$ cat src/rtl/rrsa_pkg.sv
// Shared types and constants of the round-robin slot allocator.
`default_nettype none

package rrsa_pkg;

    // Slots the allocator is built for; the busy map holds at most 32 of them.
    localparam int NUM_SLOTS  = 32;
    localparam int PHYS_SLOTS = (NUM_SLOTS < 32) ? NUM_SLOTS : 32;

    localparam int MAP_W   = 32;
    localparam int SLOT_W  = 5;
    localparam int COUNT_W = 6;
    localparam int ADDR_W  = 3;
    localparam int DATA_W  = 32;

    typedef logic [MAP_W-1:0]   map_t;
    typedef logic [SLOT_W-1:0]  slot_t;
    typedef logic [COUNT_W-1:0] count_t;

    typedef enum logic
    {
        OP_ALLOC   = 1'b0,
        OP_RELEASE = 1'b1
    } opcode_t;

    typedef enum logic [1:0]
    {
        ST_GRANTED     = 2'd0,
        ST_ALL_BUSY    = 2'd1,
        ST_RELEASED    = 2'd2,
        ST_BAD_RELEASE = 2'd3
    } status_t;

    // Register index taken from paddr[2]
    localparam logic REG_QUEUE_DEPTH = 1'b0;

    localparam count_t DEPTH_RESET = COUNT_W'(PHYS_SLOTS);

    // Index of the lowest set bit, zero when none is set.
    function automatic slot_t lowest_set(input map_t vec);
        slot_t idx;
        idx = '0;
        for (int i = MAP_W - 1; i >= 0; i--)
        begin
            if (vec[i])
            begin
                idx = SLOT_W'(i);
            end
        end
        return idx;
    endfunction

endpackage

`default_nettype wire

$ cat src/rtl/rrsa_req_if.sv
// Request channel of the slot allocator: opcode and slot to release.
`default_nettype none

interface rrsa_req_if
    import rrsa_pkg::*;
();
    logic  valid;
    logic  ready;
    logic  opcode;
    slot_t release_slot;

    modport source (output valid, output opcode, output release_slot, input ready);
    modport sink   (input valid, input opcode, input release_slot, output ready);
endinterface

`default_nettype wire

$ cat src/rtl/rrsa_rsp_if.sv
// Response channel of the slot allocator: status, granted slot, busy count.
`default_nettype none

interface rrsa_rsp_if
    import rrsa_pkg::*;
();
    logic       valid;
    logic       ready;
    logic [1:0] status;
    slot_t      slot;
    count_t     outstanding;

    modport source (output valid, output status, output slot, output outstanding,
                    input ready);
    modport sink   (input valid, input status, input slot, input outstanding,
                    output ready);
endinterface

`default_nettype wire

$ cat src/rtl/round_robin_slot_allocator_top.sv
// Round-robin slot allocator: busy bitmap, rotating scan pointer, APB depth register.
//
// Usage: each request beat on req carries an opcode (allocate or release) and a
// slot number for release. Every request yields exactly one response beat on rsp
// with a status, the granted slot (zero unless granted) and the busy count.
// A beat is taken at a clock edge with valid and ready both high.
// A request beat that is taken is loaded into the input register and passes from
// there through the scan logic into the response register, where it is valid.
// Throughput is one request per cycle while the response is not stalled and no
// depth write is being processed; the scan over up to 32 slots is a single
// priority search, and the busy map is updated in the same cycle.
// The APB register queue_depth sets how many slots are scanned. After a write
// the start pointer is reduced modulo the new depth by repeated subtraction,
// during which req.ready stays low.
// At reset all slots are free, the pointer is zero and the depth is 32.
// When the receiver stalls, the response register holds its beat and one more
// request waits in the input register; req.ready then drops.
`default_nettype none

module round_robin_slot_allocator_top
    import rrsa_pkg::*;
(
    input  wire logic              clk,
    input  wire logic              rst_n,
    rrsa_req_if.sink               req,
    rrsa_rsp_if.source             rsp,
    input  wire logic              psel,
    input  wire logic              penable,
    input  wire logic              pwrite,
    input  wire logic [ADDR_W-1:0] paddr,
    input  wire logic [DATA_W-1:0] pwdata,
    output logic      [DATA_W-1:0] prdata,
    output logic                   pready
);

    // Configuration and state
    count_t  depth_reg,       depth_next;
    map_t    busy_map_reg,    busy_map_next;
    slot_t   scan_start_reg,  scan_start_next;
    slot_t   start_mod_reg,   start_mod_next;
    logic    norm_busy_reg,   norm_busy_next;
    count_t  busy_count_reg,  busy_count_next;

    // Input stage
    logic    stage_valid_reg, stage_valid_next;
    logic    stage_op_reg;
    slot_t   stage_rel_reg;

    // Response register
    logic    rsp_valid_reg,   rsp_valid_next;
    status_t status_reg,      status_next;
    slot_t   slot_reg,        slot_next;
    count_t  outstanding_reg;

    logic    cfg_write;
    logic    req_take;
    logic    advance;
    count_t  eff_depth;
    map_t    depth_mask;
    map_t    start_mask;
    map_t    free_map;
    map_t    upper_free;
    slot_t   pick;
    count_t  pick_inc;
    logic    rel_ok;

    assign pready    = 1'b1;
    assign cfg_write = psel && penable && pwrite && pready;
    assign prdata    = (paddr[2] == REG_QUEUE_DEPTH)
                       ? {{(DATA_W-COUNT_W){1'b0}}, depth_reg} : '0;

    // Clamp the depth to 1 .. PHYS_SLOTS
    always_comb
    begin
        if (depth_reg == '0)
        begin
            eff_depth = COUNT_W'(1);
        end
        else if (depth_reg > COUNT_W'(PHYS_SLOTS))
        begin
            eff_depth = COUNT_W'(PHYS_SLOTS);
        end
        else
        begin
            eff_depth = depth_reg;
        end
    end

    assign advance  = !rsp_valid_reg || rsp.ready;
    assign req.ready = !norm_busy_reg && (!stage_valid_reg || advance);
    assign req_take = req.valid && req.ready;

    always_comb
    begin
        for (int i = 0; i < MAP_W; i++)
        begin
            depth_mask[i] = (COUNT_W'(i) < eff_depth);
            start_mask[i] = (SLOT_W'(i) >= start_mod_reg);
        end
    end

    // Search upward from the start pointer first, then wrap to slot zero
    assign free_map   = ~busy_map_reg & depth_mask;
    assign upper_free = free_map & start_mask;
    assign pick       = (|upper_free) ? lowest_set(upper_free) : lowest_set(free_map);
    assign pick_inc   = {1'b0, pick} + COUNT_W'(1);
    assign rel_ok     = ({1'b0, stage_rel_reg} < COUNT_W'(PHYS_SLOTS))
                        && busy_map_reg[stage_rel_reg];

    always_comb
    begin
        depth_next       = depth_reg;
        busy_map_next    = busy_map_reg;
        scan_start_next  = scan_start_reg;
        start_mod_next   = start_mod_reg;
        norm_busy_next   = norm_busy_reg;
        busy_count_next  = busy_count_reg;
        stage_valid_next = stage_valid_reg;
        rsp_valid_next   = rsp_valid_reg;
        status_next      = status_reg;
        slot_next        = slot_reg;

        if (cfg_write && (paddr[2] == REG_QUEUE_DEPTH))
        begin
            depth_next     = pwdata[COUNT_W-1:0];
            start_mod_next = scan_start_reg;
            norm_busy_next = 1'b1;
        end
        else if (norm_busy_reg)
        begin
            // Reduce the start pointer modulo the new depth
            if ({1'b0, start_mod_reg} >= eff_depth)
            begin
                start_mod_next = SLOT_W'({1'b0, start_mod_reg} - eff_depth);
            end
            else
            begin
                norm_busy_next = 1'b0;
            end
        end

        if (rsp_valid_reg && rsp.ready)
        begin
            rsp_valid_next = 1'b0;
        end

        if (stage_valid_reg && advance)
        begin
            rsp_valid_next = 1'b1;
            slot_next      = '0;
            if (stage_op_reg == OP_ALLOC)
            begin
                if (|free_map)
                begin
                    busy_map_next[pick] = 1'b1;
                    busy_count_next     = busy_count_reg + COUNT_W'(1);
                    slot_next           = pick;
                    status_next         = ST_GRANTED;
                    if (pick_inc >= eff_depth)
                    begin
                        scan_start_next = '0;
                    end
                    else
                    begin
                        scan_start_next = pick_inc[SLOT_W-1:0];
                    end
                    start_mod_next = scan_start_next;
                end
                else
                begin
                    status_next = ST_ALL_BUSY;
                end
            end
            else
            begin
                if (rel_ok)
                begin
                    busy_map_next[stage_rel_reg] = 1'b0;
                    busy_count_next              = busy_count_reg - COUNT_W'(1);
                    status_next                  = ST_RELEASED;
                end
                else
                begin
                    status_next = ST_BAD_RELEASE;
                end
            end
        end

        if (req_take)
        begin
            stage_valid_next = 1'b1;
        end
        else if (advance)
        begin
            stage_valid_next = 1'b0;
        end
    end

    always_ff @(posedge clk or negedge rst_n)
    begin
        if (!rst_n)
        begin
            depth_reg       <= DEPTH_RESET;
            busy_map_reg    <= '0;
            scan_start_reg  <= '0;
            start_mod_reg   <= '0;
            norm_busy_reg   <= 1'b0;
            busy_count_reg  <= '0;
            stage_valid_reg <= 1'b0;
            rsp_valid_reg   <= 1'b0;
        end
        else
        begin
            depth_reg       <= depth_next;
            busy_map_reg    <= busy_map_next;
            scan_start_reg  <= scan_start_next;
            start_mod_reg   <= start_mod_next;
            norm_busy_reg   <= norm_busy_next;
            busy_count_reg  <= busy_count_next;
            stage_valid_reg <= stage_valid_next;
            rsp_valid_reg   <= rsp_valid_next;
        end
    end

    // Payload registers: load on a taken beat or an advancing result
    always_ff @(posedge clk)
    begin
        if (req_take)
        begin
            stage_op_reg  <= req.opcode;
            stage_rel_reg <= req.release_slot;
        end
        if (stage_valid_reg && advance)
        begin
            status_reg      <= status_next;
            slot_reg        <= slot_next;
            outstanding_reg <= busy_count_next;
        end
    end

    assign rsp.valid       = rsp_valid_reg;
    assign rsp.status      = status_reg;
    assign rsp.slot        = slot_reg;
    assign rsp.outstanding = outstanding_reg;

endmodule

`default_nettype wire
$ cat src/flat_wrapper.sv
// flat-port wrapper written by rule: the top's interface ports become plain ports
module round_robin_slot_allocator_top_flat import rrsa_pkg::*;
  (clk, rst_n, psel, penable, pwrite, paddr, pwdata, prdata, pready, req_valid, req_opcode, req_release_slot, req_ready, rsp_valid, rsp_status, rsp_slot, rsp_outstanding, rsp_ready);
  rrsa_req_if req_i ();
  rrsa_rsp_if rsp_i ();
  input  wire logic clk;
  input  wire logic rst_n;
  input  wire logic psel;
  input  wire logic penable;
  input  wire logic pwrite;
  input  wire logic [ADDR_W-1:0] paddr;
  input  wire logic [DATA_W-1:0] pwdata;
  output logic      [DATA_W-1:0] prdata;
  output logic pready;
  input wire logic [$bits(req_i.valid)-1:0] req_valid;
  input wire logic [$bits(req_i.opcode)-1:0] req_opcode;
  input wire logic [$bits(req_i.release_slot)-1:0] req_release_slot;
  output wire logic [$bits(req_i.ready)-1:0] req_ready;
  output wire logic [$bits(rsp_i.valid)-1:0] rsp_valid;
  output wire logic [$bits(rsp_i.status)-1:0] rsp_status;
  output wire logic [$bits(rsp_i.slot)-1:0] rsp_slot;
  output wire logic [$bits(rsp_i.outstanding)-1:0] rsp_outstanding;
  input wire logic [$bits(rsp_i.ready)-1:0] rsp_ready;
  assign req_i.valid = req_valid;
  assign req_i.opcode = req_opcode;
  assign req_i.release_slot = req_release_slot;
  assign req_ready = req_i.ready;
  assign rsp_valid = rsp_i.valid;
  assign rsp_status = rsp_i.status;
  assign rsp_slot = rsp_i.slot;
  assign rsp_outstanding = rsp_i.outstanding;
  assign rsp_i.ready = rsp_ready;
  round_robin_slot_allocator_top u_core (.clk(clk), .rst_n(rst_n), .req(req_i), .rsp(rsp_i), .psel(psel), .penable(penable), .pwrite(pwrite), .paddr(paddr), .pwdata(pwdata), .prdata(prdata), .pready(pready));
endmodule
$ cat config.mk
export PLATFORM = sky130hd
export DESIGN_NAME = round_robin_slot_allocator_top_flat
export DESIGN_NICKNAME = d
export VERILOG_FILES = /design/src/rtl/rrsa_pkg.sv /design/src/rtl/rrsa_req_if.sv /design/src/rtl/rrsa_rsp_if.sv /design/src/rtl/round_robin_slot_allocator_top.sv /design/src/flat_wrapper.sv
export SDC_FILE = /design/constraint.sdc
export NUM_CORES = 1
export LEC_CHECK = 0
export BUFFER_PORTS_ARGS = -buffer_cell sky130_fd_sc_hd__buf_2
export CELL_PAD_IN_SITES_DETAIL_PLACEMENT = 1
export CELL_PAD_IN_SITES_GLOBAL_PLACEMENT = 1
export CORE_UTILIZATION = 44
export CTS_BUF_LIST = sky130_fd_sc_hd__clkbuf_16
export DETAILED_ROUTE_END_ITERATION = 6
export GPL_TIMING_DRIVEN = 0
export PLACE_DENSITY = 0.82
export SYNTH_ARGS = -nofsm -noshare
export SYNTH_HDL_FRONTEND = slang
export SYNTH_SLANG_ARGS = --single-unit
export TNS_END_PERCENT = 20
$ cat constraint.sdc
create_clock -name clk -period 5.1 [get_ports clk]
set_clock_uncertainty 0.1 [all_clocks]
set_input_delay 0.765 -clock clk [delete_from_list [all_inputs] [get_ports clk]]
set_output_delay 0.765 -clock clk [all_outputs]
set_load 0.05 [all_outputs]
==> out/summary.txt, run 1 <==
Critical Path Start Type -> flip-flop
# port buffers -> 40
NumNets Final -> 866
Number of register bits inferred by synthesis -> 76
Vias in the first global route -> 6496
Antenna violation net count after detailed routing -> 0
FMAX -> 204 MHz
Number of violations of the max-capacitance limit -> 0
Setup CP Type -> flip-flop to flip-flop
Run status -> complete, no violations
Endpoints failing setup -> 0
Hold WC Path Type -> flip-flop to flip-flop
Proportion of synthesized flip-flops having asynchronous set or reset -> 75.0%
Slowest CP cell -> sky130_fd_sc_hd__a2111oi_2
Largest register FFs -> 32
Final hold violation count -> 0
Antenna diode count -> 0
Max-slew violation count -> 0
Global-route wire length before repair -> 36800 µm
Seq/Total Area, Yosys -> 31.9%
Yosys Warn Count -> 0
Slack of the worst reg-to-reg path -> 0.19 ns
Cell types with the highest counts after synthesis -> sky130_fd_sc_hd__o21ai_0, sky130_fd_sc_hd__dfrtp_1, sky130_fd_sc_hd__nor2_1
Period minus WS final -> 4.91 ns
Effective utilization at floorplan -> 45.1%
Antenna violations before repair -> 0
Critical path's largest stage delay -> 0.69 ns
Floorplan die height -> 121 µm
Critical-path maximum fanout -> 10
Power density over the cells -> 706 nW/µm²
Share of the synthesized area in the top cell type -> 22.4%
R2r worst-path depth -> 18
Global route overflow -> 0
Required time of the worst setup path -> 5.21 ns
Critical Path Most Common Cell -> sky130_fd_sc_hd__a21oi_2
Number of cells on the worst hold path -> 1
TritonCTS clock tree -> yes
Worst-Skew Late Latency -> 0.34 ns
Layout cell share with drive strength beyond 1 -> 25.6%
Clock transition at path regs -> 0.06 ns
Post-Route WL -> 24500 µm
Clock root buffer -> sky130_fd_sc_hd__clkbuf_16
Number of sinks driven by the clock tree -> 76
Cell taking the most area after synthesis -> sky130_fd_sc_hd__dfrtp_1
Least setup slack across all paths after layout -> 0.190 ns
Routed vias -> 6301
Worst path buffer plus inverter count -> 4
Post-route core utilization -> 54.5%
Standard-cell rows -> 43
Netlist Area Pre-Place -> 6260 µm²
Vias per inst -> 6.40
Number of enable-type register cells in the synthesized netlist -> 19
Drt drc -> 0
Synthesized area divided by synthesized cell count -> 8.87 µm²
Largest delay contributor family on the critical path -> compound AO/OA/AOI/OAI gates
HPWL after detailed placement -> 18400 µm
Most common cell in the netlist -> sky130_fd_sc_hd__o21ai_0
Number of H-tree branching levels -> 3
RR Startpoint -> u_core.depth_reg[0]
Critical hold path startpoint -> u_core.busy_count_reg[5]
Number of clock buffers inserted by TritonCTS -> 9
Post-synth top flop -> sky130_fd_sc_hd__dfrtp_1
Slew headroom -> 20.7%
Cell count after synthesis -> 705
Worst-case setup slack after placement -> -0.881 ns
Largest net degree at the start of global routing -> 58
Endpoint class of the critical path -> flip-flop
Number of buffers on the longest clock path -> 2
Final GP Congestion -> 0.978
Hold buffers post-CTS -> 0
Die X-Extent -> 121 µm
Peak supply drop -> 358 µV
Setup TNS -> 0 ns
Endpoint with the worst hold slack -> u_core.busy_count_reg[5]
Tot GR Track Use -> 34.0%
Post-detailed-route wirelength per cell -> 24.9 µm
Synth-to-Final Area Change -> 20.9%
Post-synth cell types -> 93
Fillers -> 1641
Slew at the pin closest to its max-slew limit -> 1.18 ns
Die area -> 14700 µm²
Detailed Route Iter0 Violations -> 484
Worst path cell trace -> buf_2 > nand2_1 > a2111oi_2 > a2111oi_4 > buf_4 > inv_1 > a311o_1 > a21oi_2 > o21ai_4 > clkbuf_4 > nand3_1 > xor2_1 > ha_1 > a21o_1 > a21oi_2 > o211a_1 > and4_1 > or4_1
Core area -> 13900 µm²
Tcrit/Tclk final -> 96.3%
Arr. time, crit path -> 5.02 ns
Number of top-level design ports -> 96
Worst flop-to-flop path endpoint -> u_core.scan_start_reg[4]
Router iterations before antenna repair -> 5
Ranking of synthesized cells by area -> sky130_fd_sc_hd__dfrtp_1, sky130_fd_sc_hd__edfxtp_1, sky130_fd_sc_hd__o21ai_0
Leakage Power -> 3.09 nW
[power breakdown]
part	switching, W	internal (W)	total (W)
logic	0.00226	0.00131	0.00357
clock network	0.000256	0.000426	0.000682
registers	0.000255	0.000835	0.00109
[per-layer routing]
layer  track usage [%]  vias up  wire, µm
li1                  -     2840         -
met1              42.5     3117     10000
met2              55.9      276     11700
met3              5.59       68      1570
met4              18.4        0      1190
met5                 0        -         0
[kinds of logic after synthesis]
kind of cell	count (synthesis)	share of synthesized area, %
AO/OA/AOI/OAI	263	29.8
multiplexers	18	4.60
adder cells (fa/ha/maj)	18	3.72
other	2	0.120
AND/OR/NAND/NOR	226	20.3
flip-flops	76	31.9
XOR/XNOR	11	1.54
buffers and inverters	91	8.06
[cell usage in the layout, fill, tap and decap left out, types with 14 or more instances in the layout]
cell type / instances
sky130_fd_sc_hd__edfxtp_1: 19
sky130_fd_sc_hd__conb_1: 27
sky130_fd_sc_hd__nor2_1: 48
sky130_fd_sc_hd__o21ai_0: 75
sky130_fd_sc_hd__nand4_1: 14
sky130_fd_sc_hd__a21oi_1: 34
sky130_fd_sc_hd__nand3_1: 14
sky130_fd_sc_hd__nand2_1: 45
sky130_fd_sc_hd__ha_1: 16
sky130_fd_sc_hd__buf_4: 47
sky130_fd_sc_hd__nor3_1: 14
sky130_fd_sc_hd__buf_2: 49
sky130_fd_sc_hd__inv_1: 29
sky130_fd_sc_hd__dfrtp_1: 55
[worst reg2reg max path, cell delays in order, from the launching register on]
cell,delay (ns)
sky130_fd_sc_hd__dfrtp_1,0.46
sky130_fd_sc_hd__buf_2,0.29
sky130_fd_sc_hd__nand2_1,0.24
sky130_fd_sc_hd__a2111oi_2,0.69
sky130_fd_sc_hd__a2111oi_4,0.12
sky130_fd_sc_hd__buf_4,0.18
sky130_fd_sc_hd__inv_1,0.05
sky130_fd_sc_hd__a311o_1,0.18
sky130_fd_sc_hd__a21oi_2,0.12
sky130_fd_sc_hd__o21ai_4,0.31
sky130_fd_sc_hd__clkbuf_4,0.28
sky130_fd_sc_hd__nand3_1,0.10
sky130_fd_sc_hd__xor2_1,0.17
sky130_fd_sc_hd__ha_1,0.30
sky130_fd_sc_hd__a21o_1,0.14
sky130_fd_sc_hd__a21oi_2,0.07
sky130_fd_sc_hd__o211a_1,0.24
sky130_fd_sc_hd__and4_1,0.21
sky130_fd_sc_hd__or4_1,0.52
[final cells by class]
cell class	count	area [µm²]	share of cell area (%)
plain buffers	61	414	5.48
multi-input cells	563	4120	54.5
clock buffers	9	225	2.98
inverters	29	109	1.44
flip-flops and latches	76	2000	26.4
well taps	180	225	2.98
clock inverters	7	90.1	1.19
repair buffers	60	378	5.00
[worst max path at each step]
stage / from / cells after the start / end
after floorplan: u_core.depth_reg[5] / 20 / u_core.scan_start_reg[4]
after global placement: u_core.start_mod_reg[1] / 18 / u_core.scan_start_reg[4]
after detailed placement: u_core.start_mod_reg[1] / 18 / u_core.scan_start_reg[4]
after CTS: u_core.depth_reg[5] / 23 / u_core.scan_start_reg[3]
after global routing: u_core.depth_reg[0] / 18 / u_core.scan_start_reg[4]
final: u_core.depth_reg[0] / 18 / u_core.scan_start_reg[4]
[timing repair]
item | CTS | global route
setup endpoints to repair | 10 | 10
pin swaps | 4 | 13
gates resized for setup | 20 | 47
setup buffers | 6 | 14
[per-stage QoR]
step                      instance area, µm²  instances  hold WS [ns]  power (W)
after floorplan                         6350        730         0.339    0.00316
after global placement                  6780        950         0.353    0.00397
final                                   7560        985         0.369    0.00534
after CTS                               7220        972         0.376    0.00494
after global routing                    7560        985         0.390    0.00564
after detailed placement                6780        950         0.366    0.00408
(Power assumes the default switching activity.)
==> inputs of run 2 (changes only) <==
--- a/config.mk
+++ b/config.mk
@@ -8,11 +8,14 @@
 export BUFFER_PORTS_ARGS = -buffer_cell sky130_fd_sc_hd__buf_2
 export CELL_PAD_IN_SITES_DETAIL_PLACEMENT = 1
 export CELL_PAD_IN_SITES_GLOBAL_PLACEMENT = 1
+export CORE_ASPECT_RATIO = 1.25
 export CORE_UTILIZATION = 44
 export CTS_BUF_LIST = sky130_fd_sc_hd__clkbuf_16
 export DETAILED_ROUTE_END_ITERATION = 6
 export GPL_TIMING_DRIVEN = 0
 export PLACE_DENSITY = 0.82
+export RECOVER_POWER = 50
+export SETUP_SLACK_MARGIN = 0.1
 export SYNTH_ARGS = -nofsm -noshare
 export SYNTH_HDL_FRONTEND = slang
 export SYNTH_SLANG_ARGS = --single-unit
==> out/summary.txt, run 2 (same netlist as run 1, synthesis figures left out) <==
Run status -> complete, but fails checks
Violated checks -> capacitance limit, slew limit
Largest register FFs -> 32
Effective utilization at floorplan -> 45.1%
Slew headroom -> -115%
Routed vias -> 6551
Cell-internal power -> 0.00272 W
Critical Path Source -> u_core.start_mod_reg[4]
Number of H-tree branching levels -> 3
RSZ-0062 raised after global routing -> no
Tot GR Track Use -> 33.6%
Slew at the pin closest to its max-slew limit -> 3.23 ns
Seq pwr share -> 19.8%
Tcrit/Tclk final -> 96.1%
Worst flop-to-flop path endpoint -> u_core.scan_start_reg[4]
Clock transition at path regs -> 0.06 ns
Endpoint class of the critical path -> flip-flop
Antenna violation net count after detailed routing -> 0
Critical-path maximum fanout -> 10
Clock root buffer -> sky130_fd_sc_hd__clkbuf_16
Peak supply drop -> 417 µV
Largest net degree at the start of global routing -> 58
Leakage Power -> 3.13 nW
Number of violations of the max-capacitance limit -> 1
Setup crit end -> u_core.scan_start_reg[4]
Hold WC Path Type -> flip-flop to flip-flop
Drt drc -> 0
Final standard cell area without fillers -> 7750 µm²
Synth-to-Final Area Change -> 23.9%
Required time of the worst setup path -> 5.21 ns
R2r worst-path depth -> 15
Setup TNS -> 0 ns
Vias per inst -> 6.64
Standard-cell rows -> 48
Post-detailed-route wirelength per cell -> 25.1 µm
HPWL after detailed placement -> 18100 µm
Setup CP Type -> flip-flop to flip-flop
Router iterations before antenna repair -> 5
Global-route wire length before repair -> 36700 µm
Post-Route WL -> 24800 µm
Max-slew violation count -> 58
RR Startpoint -> u_core.start_mod_reg[4]
TritonCTS clock tree -> yes
Critical Path Start Type -> flip-flop
Number of sinks driven by the clock tree -> 76
Number of top-level design ports -> 96
Number of buffers on the longest clock path -> 2
Highest-count cells in the layout ignoring fill and taps -> sky130_fd_sc_hd__o21ai_0, sky130_fd_sc_hd__buf_4, sky130_fd_sc_hd__dfrtp_1
Number of clock buffers inserted by TritonCTS -> 9
Detailed Route Iter0 Violations -> 477
Core area -> 13900 µm²
Fraction of power spent switching nets -> 50.9%
Layout cell share with drive strength beyond 1 -> 26.4%
Net switching power figure -> 0.00282 W
FMAX -> 204 MHz
Slack of the worst reg-to-reg path -> 0.20 ns
Vias in the first global route -> 6623
Antenna violations before repair -> 0
Least setup slack across all paths after layout -> 0.197 ns
Part of the power in combinational logic -> 66.8%
Final GP Congestion -> 1.02
Endpoints failing setup -> 0
Worst-Skew Late Latency -> 0.34 ns
NumNets Final -> 873
Die X-Extent -> 109 µm
# port buffers -> 40
Clock group share of total power -> 13.4%
Floorplan die height -> 135 µm
Cell Area, Placed -> 6770 µm²
Final hold violation count -> 0
Die area -> 14700 µm²
Worst-case setup slack after placement -> -0.835 ns
Arr. time, crit path -> 5.01 ns
Post-route core utilization -> 55.9%
Period minus WS final -> 4.90 ns
Power density over the cells -> 716 nW/µm²
Most common cell after layout, fill and taps aside -> sky130_fd_sc_hd__o21ai_0
Antenna diode count -> 0
Global route overflow -> 0
run 2: critical path: stages (launching register included):
cell,delay [ns]
sky130_fd_sc_hd__dfrtp_1,0.54
sky130_fd_sc_hd__buf_2,0.30
sky130_fd_sc_hd__nand4_1,0.17
sky130_fd_sc_hd__o211ai_1,0.49
sky130_fd_sc_hd__o211ai_4,0.18
sky130_fd_sc_hd__buf_12,0.17
sky130_fd_sc_hd__nor3_4,0.28
sky130_fd_sc_hd__o2111ai_4,0.21
sky130_fd_sc_hd__a2111oi_4,0.57
sky130_fd_sc_hd__nand2_1,0.19
sky130_fd_sc_hd__xnor2_2,0.19
sky130_fd_sc_hd__ha_1,0.30
sky130_fd_sc_hd__a21oi_2,0.07
sky130_fd_sc_hd__o211ai_1,0.30
sky130_fd_sc_hd__nor3_1,0.13
sky130_fd_sc_hd__or4_1,0.56
run 2: through the flow:
step | power (W) | hold WS, ns | instances
finish | 0.00555 | 0.386 | 987
global placement | 0.00394 | 0.358 | 945
global route | 0.00581 | 0.391 | 987
CTS | 0.00504 | 0.393 | 968
floorplan | 0.00316 | 0.339 | 730
detailed placement | 0.00404 | 0.383 | 945
run 2: worst min-delay path by stage:
stage,from,endpoint,depth (start not counted)
after floorplan,u_core.busy_count_reg[5],u_core.busy_count_reg[5],1
after global placement,u_core.busy_count_reg[5],u_core.busy_count_reg[5],1
after detailed placement,u_core.busy_count_reg[5],u_core.busy_count_reg[5],1
after CTS,u_core.busy_count_reg[5],u_core.busy_count_reg[5],1
after global routing,u_core.busy_count_reg[5],u_core.busy_count_reg[5],1
final,u_core.busy_count_reg[5],u_core.busy_count_reg[5],1
run 2: power groups by stage:
stage | registers [W] | logic (W) | clock network, W
floorplan | 0.00109 | 0.00207 | 0
global placement | 0.00105 | 0.00289 | 0
detailed placement | 0.00107 | 0.00298 | 0
CTS | 0.00107 | 0.00323 | 0.000752
global route | 0.00111 | 0.00393 | 0.000772
finish | 0.00110 | 0.00370 | 0.000745
run 2: what timing repair did:
action                     4_1_cts  5_1_grt
hold buffers                     0        0
setup endpoints to repair       10        5
resized for setup               30       73
buffers inserted                 7       19
pin swaps                        5       27
run 2: area by class of cell:
type / instances / area [µm²]
Fill cell: 1642 / 6120
Multi-Input combinational cell: 563 / 4190
Sequential cell: 76 / 2000
Buffer: 62 / 460
Timing Repair Buffer: 66 / 420
Clock buffer: 9 / 225
Tap cell: 175 / 219
Clock inverter: 7 / 123
Inverter: 29 / 109
run 2: routing by layer:
layer / track usage, % / part of all wire [%] / vias up
li1: - / - / 2850
met1: 38.9 / 38 / 3261
met2: 57.8 / 50 / 339
met3: 4.38 / 6.6 / 101
met4: 21.4 / 5.6 / 0
met5: 0 / 0 / -
==> inputs of run 3 (changes only) <==
--- a/config.mk
+++ b/config.mk
@@ -11,6 +11,7 @@
 export CORE_ASPECT_RATIO = 1.25
 export CORE_UTILIZATION = 44
 export CTS_BUF_LIST = sky130_fd_sc_hd__clkbuf_16
+export CTS_CLUSTER_DIAMETER = 50
 export DETAILED_ROUTE_END_ITERATION = 6
 export GPL_TIMING_DRIVEN = 0
 export PLACE_DENSITY = 0.82
==> constraint.sdc (replaced) <==
create_clock -name clk -period 5.1 [get_ports clk]
set_clock_uncertainty 0.1 [all_clocks]
set_input_delay 0.255 -clock clk [delete_from_list [all_inputs] [get_ports clk]]
set_output_delay 0.255 -clock clk [all_outputs]
set_load 0.05 [all_outputs]
==> out/summary.txt, run 3 (same netlist as run 1, synthesis figures left out) <==
Run status -> complete, but fails checks
Violated checks -> capacitance limit, slew limit
Number of sinks driven by the clock tree -> 76
Clock root buffer -> sky130_fd_sc_hd__clkbuf_16
# port buffers -> 40
Number of H-tree branching levels -> 3
Post-detailed-route wirelength per cell -> 25.1 µm
Number of clock buffers inserted by TritonCTS -> 9
Drt drc -> 0
Critical-path maximum fanout -> 10
Period minus WS final -> 4.87 ns
Worst-case setup slack after placement -> -0.835 ns
Worst hold margin -> 0.0417 ns
Hold WC Path Type -> primary input to flip-flop
NumNets Final -> 880
Vias in the first global route -> 6698
Global route overflow -> 0
Final GP Congestion -> 1.02
Antenna violations before repair -> 0
Post-Route WL -> 25000 µm
Worst path buffer plus inverter count -> 2
Post-route core utilization -> 56.3%
Required time of the worst setup path -> 5.21 ns
Most common cell after layout, fill and taps aside -> sky130_fd_sc_hd__o21ai_0
Power density over the cells -> 711 nW/µm²
RR Startpoint -> u_core.depth_reg[3]
Number of buffers on the longest clock path -> 2
FMAX -> 205 MHz
Critical Path Start Type -> flip-flop
Peak supply drop -> 426 µV
Arr. time, crit path -> 4.98 ns
Largest delay contributor family on the critical path -> compound AO/OA/AOI/OAI gates
Die X-Extent -> 109 µm
HPWL after detailed placement -> 18100 µm
Router iterations before antenna repair -> 7
Final hold violation count -> 0
Tot GR Track Use -> 33.8%
Critical path's largest stage delay -> 0.56 ns
Effective utilization at floorplan -> 45.1%
Endpoint class of the critical path -> flip-flop
Routed vias -> 6605
Max-slew violation count -> 58
Synth-to-Final Area Change -> 25.0%
Largest register FFs -> 32
Slew at the pin closest to its max-slew limit -> 3.24 ns
Largest net degree at the start of global routing -> 58
TritonCTS clock tree -> yes
Detailed Route Iter0 Violations -> 431
Slowest CP cell -> sky130_fd_sc_hd__a2111oi_4
Worst path cell trace -> buf_6 > a21oi_4 > nor2_1 > o211ai_1 > o211ai_4 > buf_12 > nor3_4 > o2111ai_4 > a2111oi_4 > nand2_1 > xnor2_2 > ha_1 > a21oi_2 > o211a_1 > and4_1 > or4_1
Antenna violation net count after detailed routing -> 0
Worst-Skew Late Latency -> 0.34 ns
Number of top-level design ports -> 96
Cell Area, Placed -> 6770 µm²
Vias per inst -> 6.64
Critical hold path startpoint -> pwdata[3]
Die area -> 14700 µm²
Clock transition at path regs -> 0.06 ns
Core area -> 13900 µm²
Standard-cell rows -> 48
Antenna diode count -> 0
Leakage Power -> 3.15 nW
Highest-count cells in the layout ignoring fill and taps -> sky130_fd_sc_hd__o21ai_0, sky130_fd_sc_hd__buf_4, sky130_fd_sc_hd__dfrtp_1
Total chip power -> 0.00556 W
Slew headroom -> -116%
Global-route wire length before repair -> 36900 µm
Setup CP Type -> flip-flop to flip-flop
Least setup slack across all paths after layout -> 0.229 ns
Number of violations of the max-capacitance limit -> 1
Final standard cell area without fillers -> 7820 µm²
Critical Path Source -> u_core.depth_reg[3]
RSZ-0062 raised after global routing -> no
Floorplan die height -> 135 µm
Tcrit/Tclk final -> 95.5%
Endpoints failing setup -> 0
Layout cell share with drive strength beyond 1 -> 25.8%
## run 3: cell types whose count changed in the layout (fill, tap and decap cells not counted), sizes merged
cell	delta
dlygate4sd3	+7
clkbuf	+3
buf	-3
## run 3: layer usage
layer  routed length, µm  share of wire, %  vias up  track usage (%)
met3                1530               6.1      103             4.57
met1                9400                38     3317             38.8
met4                1380               5.5        0             21.7
met5                   0                 0        -                0
li1                    -                 -     2863                -
met2               12700                51      322             58.5
## run 3: worst paths after layout
kind	to	slack, ns	cells after the start
setup / recovery	u_core.scan_start_reg[4]	0.23	16
hold / removal	u_core.depth_reg[3]	0.04	2
setup reg to reg	u_core.scan_start_reg[4]	0.23	16
hold reg to reg	u_core.busy_count_reg[5]	0.38	1
max in group asynchronous	u_core.depth_reg[2]	1.38	2
min in group asynchronous	u_core.busy_count_reg[3]	1.43	2
## run 3: power by group
| part | leakage, nW | total [W] | internal, W | switching, W |
|---|---|---|---|---|
| sequential | 0.906 | 0.00110 | 0.000839 | 0.000260 |
| combinational | 2.08 | 0.00372 | 0.00141 | 0.00231 |
| clock | 0.163 | 0.000746 | 0.000481 | 0.000265 |
## run 3: timing repair
item                                   4_1_cts  5_1_grt
hold buffers                                 6        1
pin swaps                                    5       27
endpoints found under the hold margin        6       56
setup endpoints to repair                   10        5
setup buffers                                7       19
resized for setup                           30       73
## run 3: final cells by class
class | count | area (µm²)
plain buffers | 62 | 460
flip-flops and latches | 76 | 2000
multi-input cells | 563 | 4190
fillers | 1632 | 6060
well taps | 175 | 219
inverters | 29 | 109
repair buffers | 73 | 487
clock buffers | 9 | 225
clock inverters | 7 | 123
## run 3: worst reg2reg max path, stage by stage (launching register included)
cell and delay (ns):
sky130_fd_sc_hd__dfrtp_2 0.46, sky130_fd_sc_hd__buf_6 0.18, sky130_fd_sc_hd__a21oi_4 0.28, sky130_fd_sc_hd__nor2_1 0.11, sky130_fd_sc_hd__o211ai_1 0.47, sky130_fd_sc_hd__o211ai_4 0.18
sky130_fd_sc_hd__buf_12 0.17, sky130_fd_sc_hd__nor3_4 0.28, sky130_fd_sc_hd__o2111ai_4 0.21, sky130_fd_sc_hd__a2111oi_4 0.57, sky130_fd_sc_hd__nand2_1 0.19, sky130_fd_sc_hd__xnor2_2 0.19
sky130_fd_sc_hd__ha_1 0.31, sky130_fd_sc_hd__a21oi_2 0.06, sky130_fd_sc_hd__o211a_1 0.24, sky130_fd_sc_hd__and4_1 0.23, sky130_fd_sc_hd__or4_1 0.52
## run 3: stage by stage
stage / std cells / setup TNS [ns]
detailed placement: 945 / -4.13
CTS: 974 / 0
global placement: 945 / -3.19
finish: 994 / 0
global route: 994 / 0
floorplan: 730 / 0
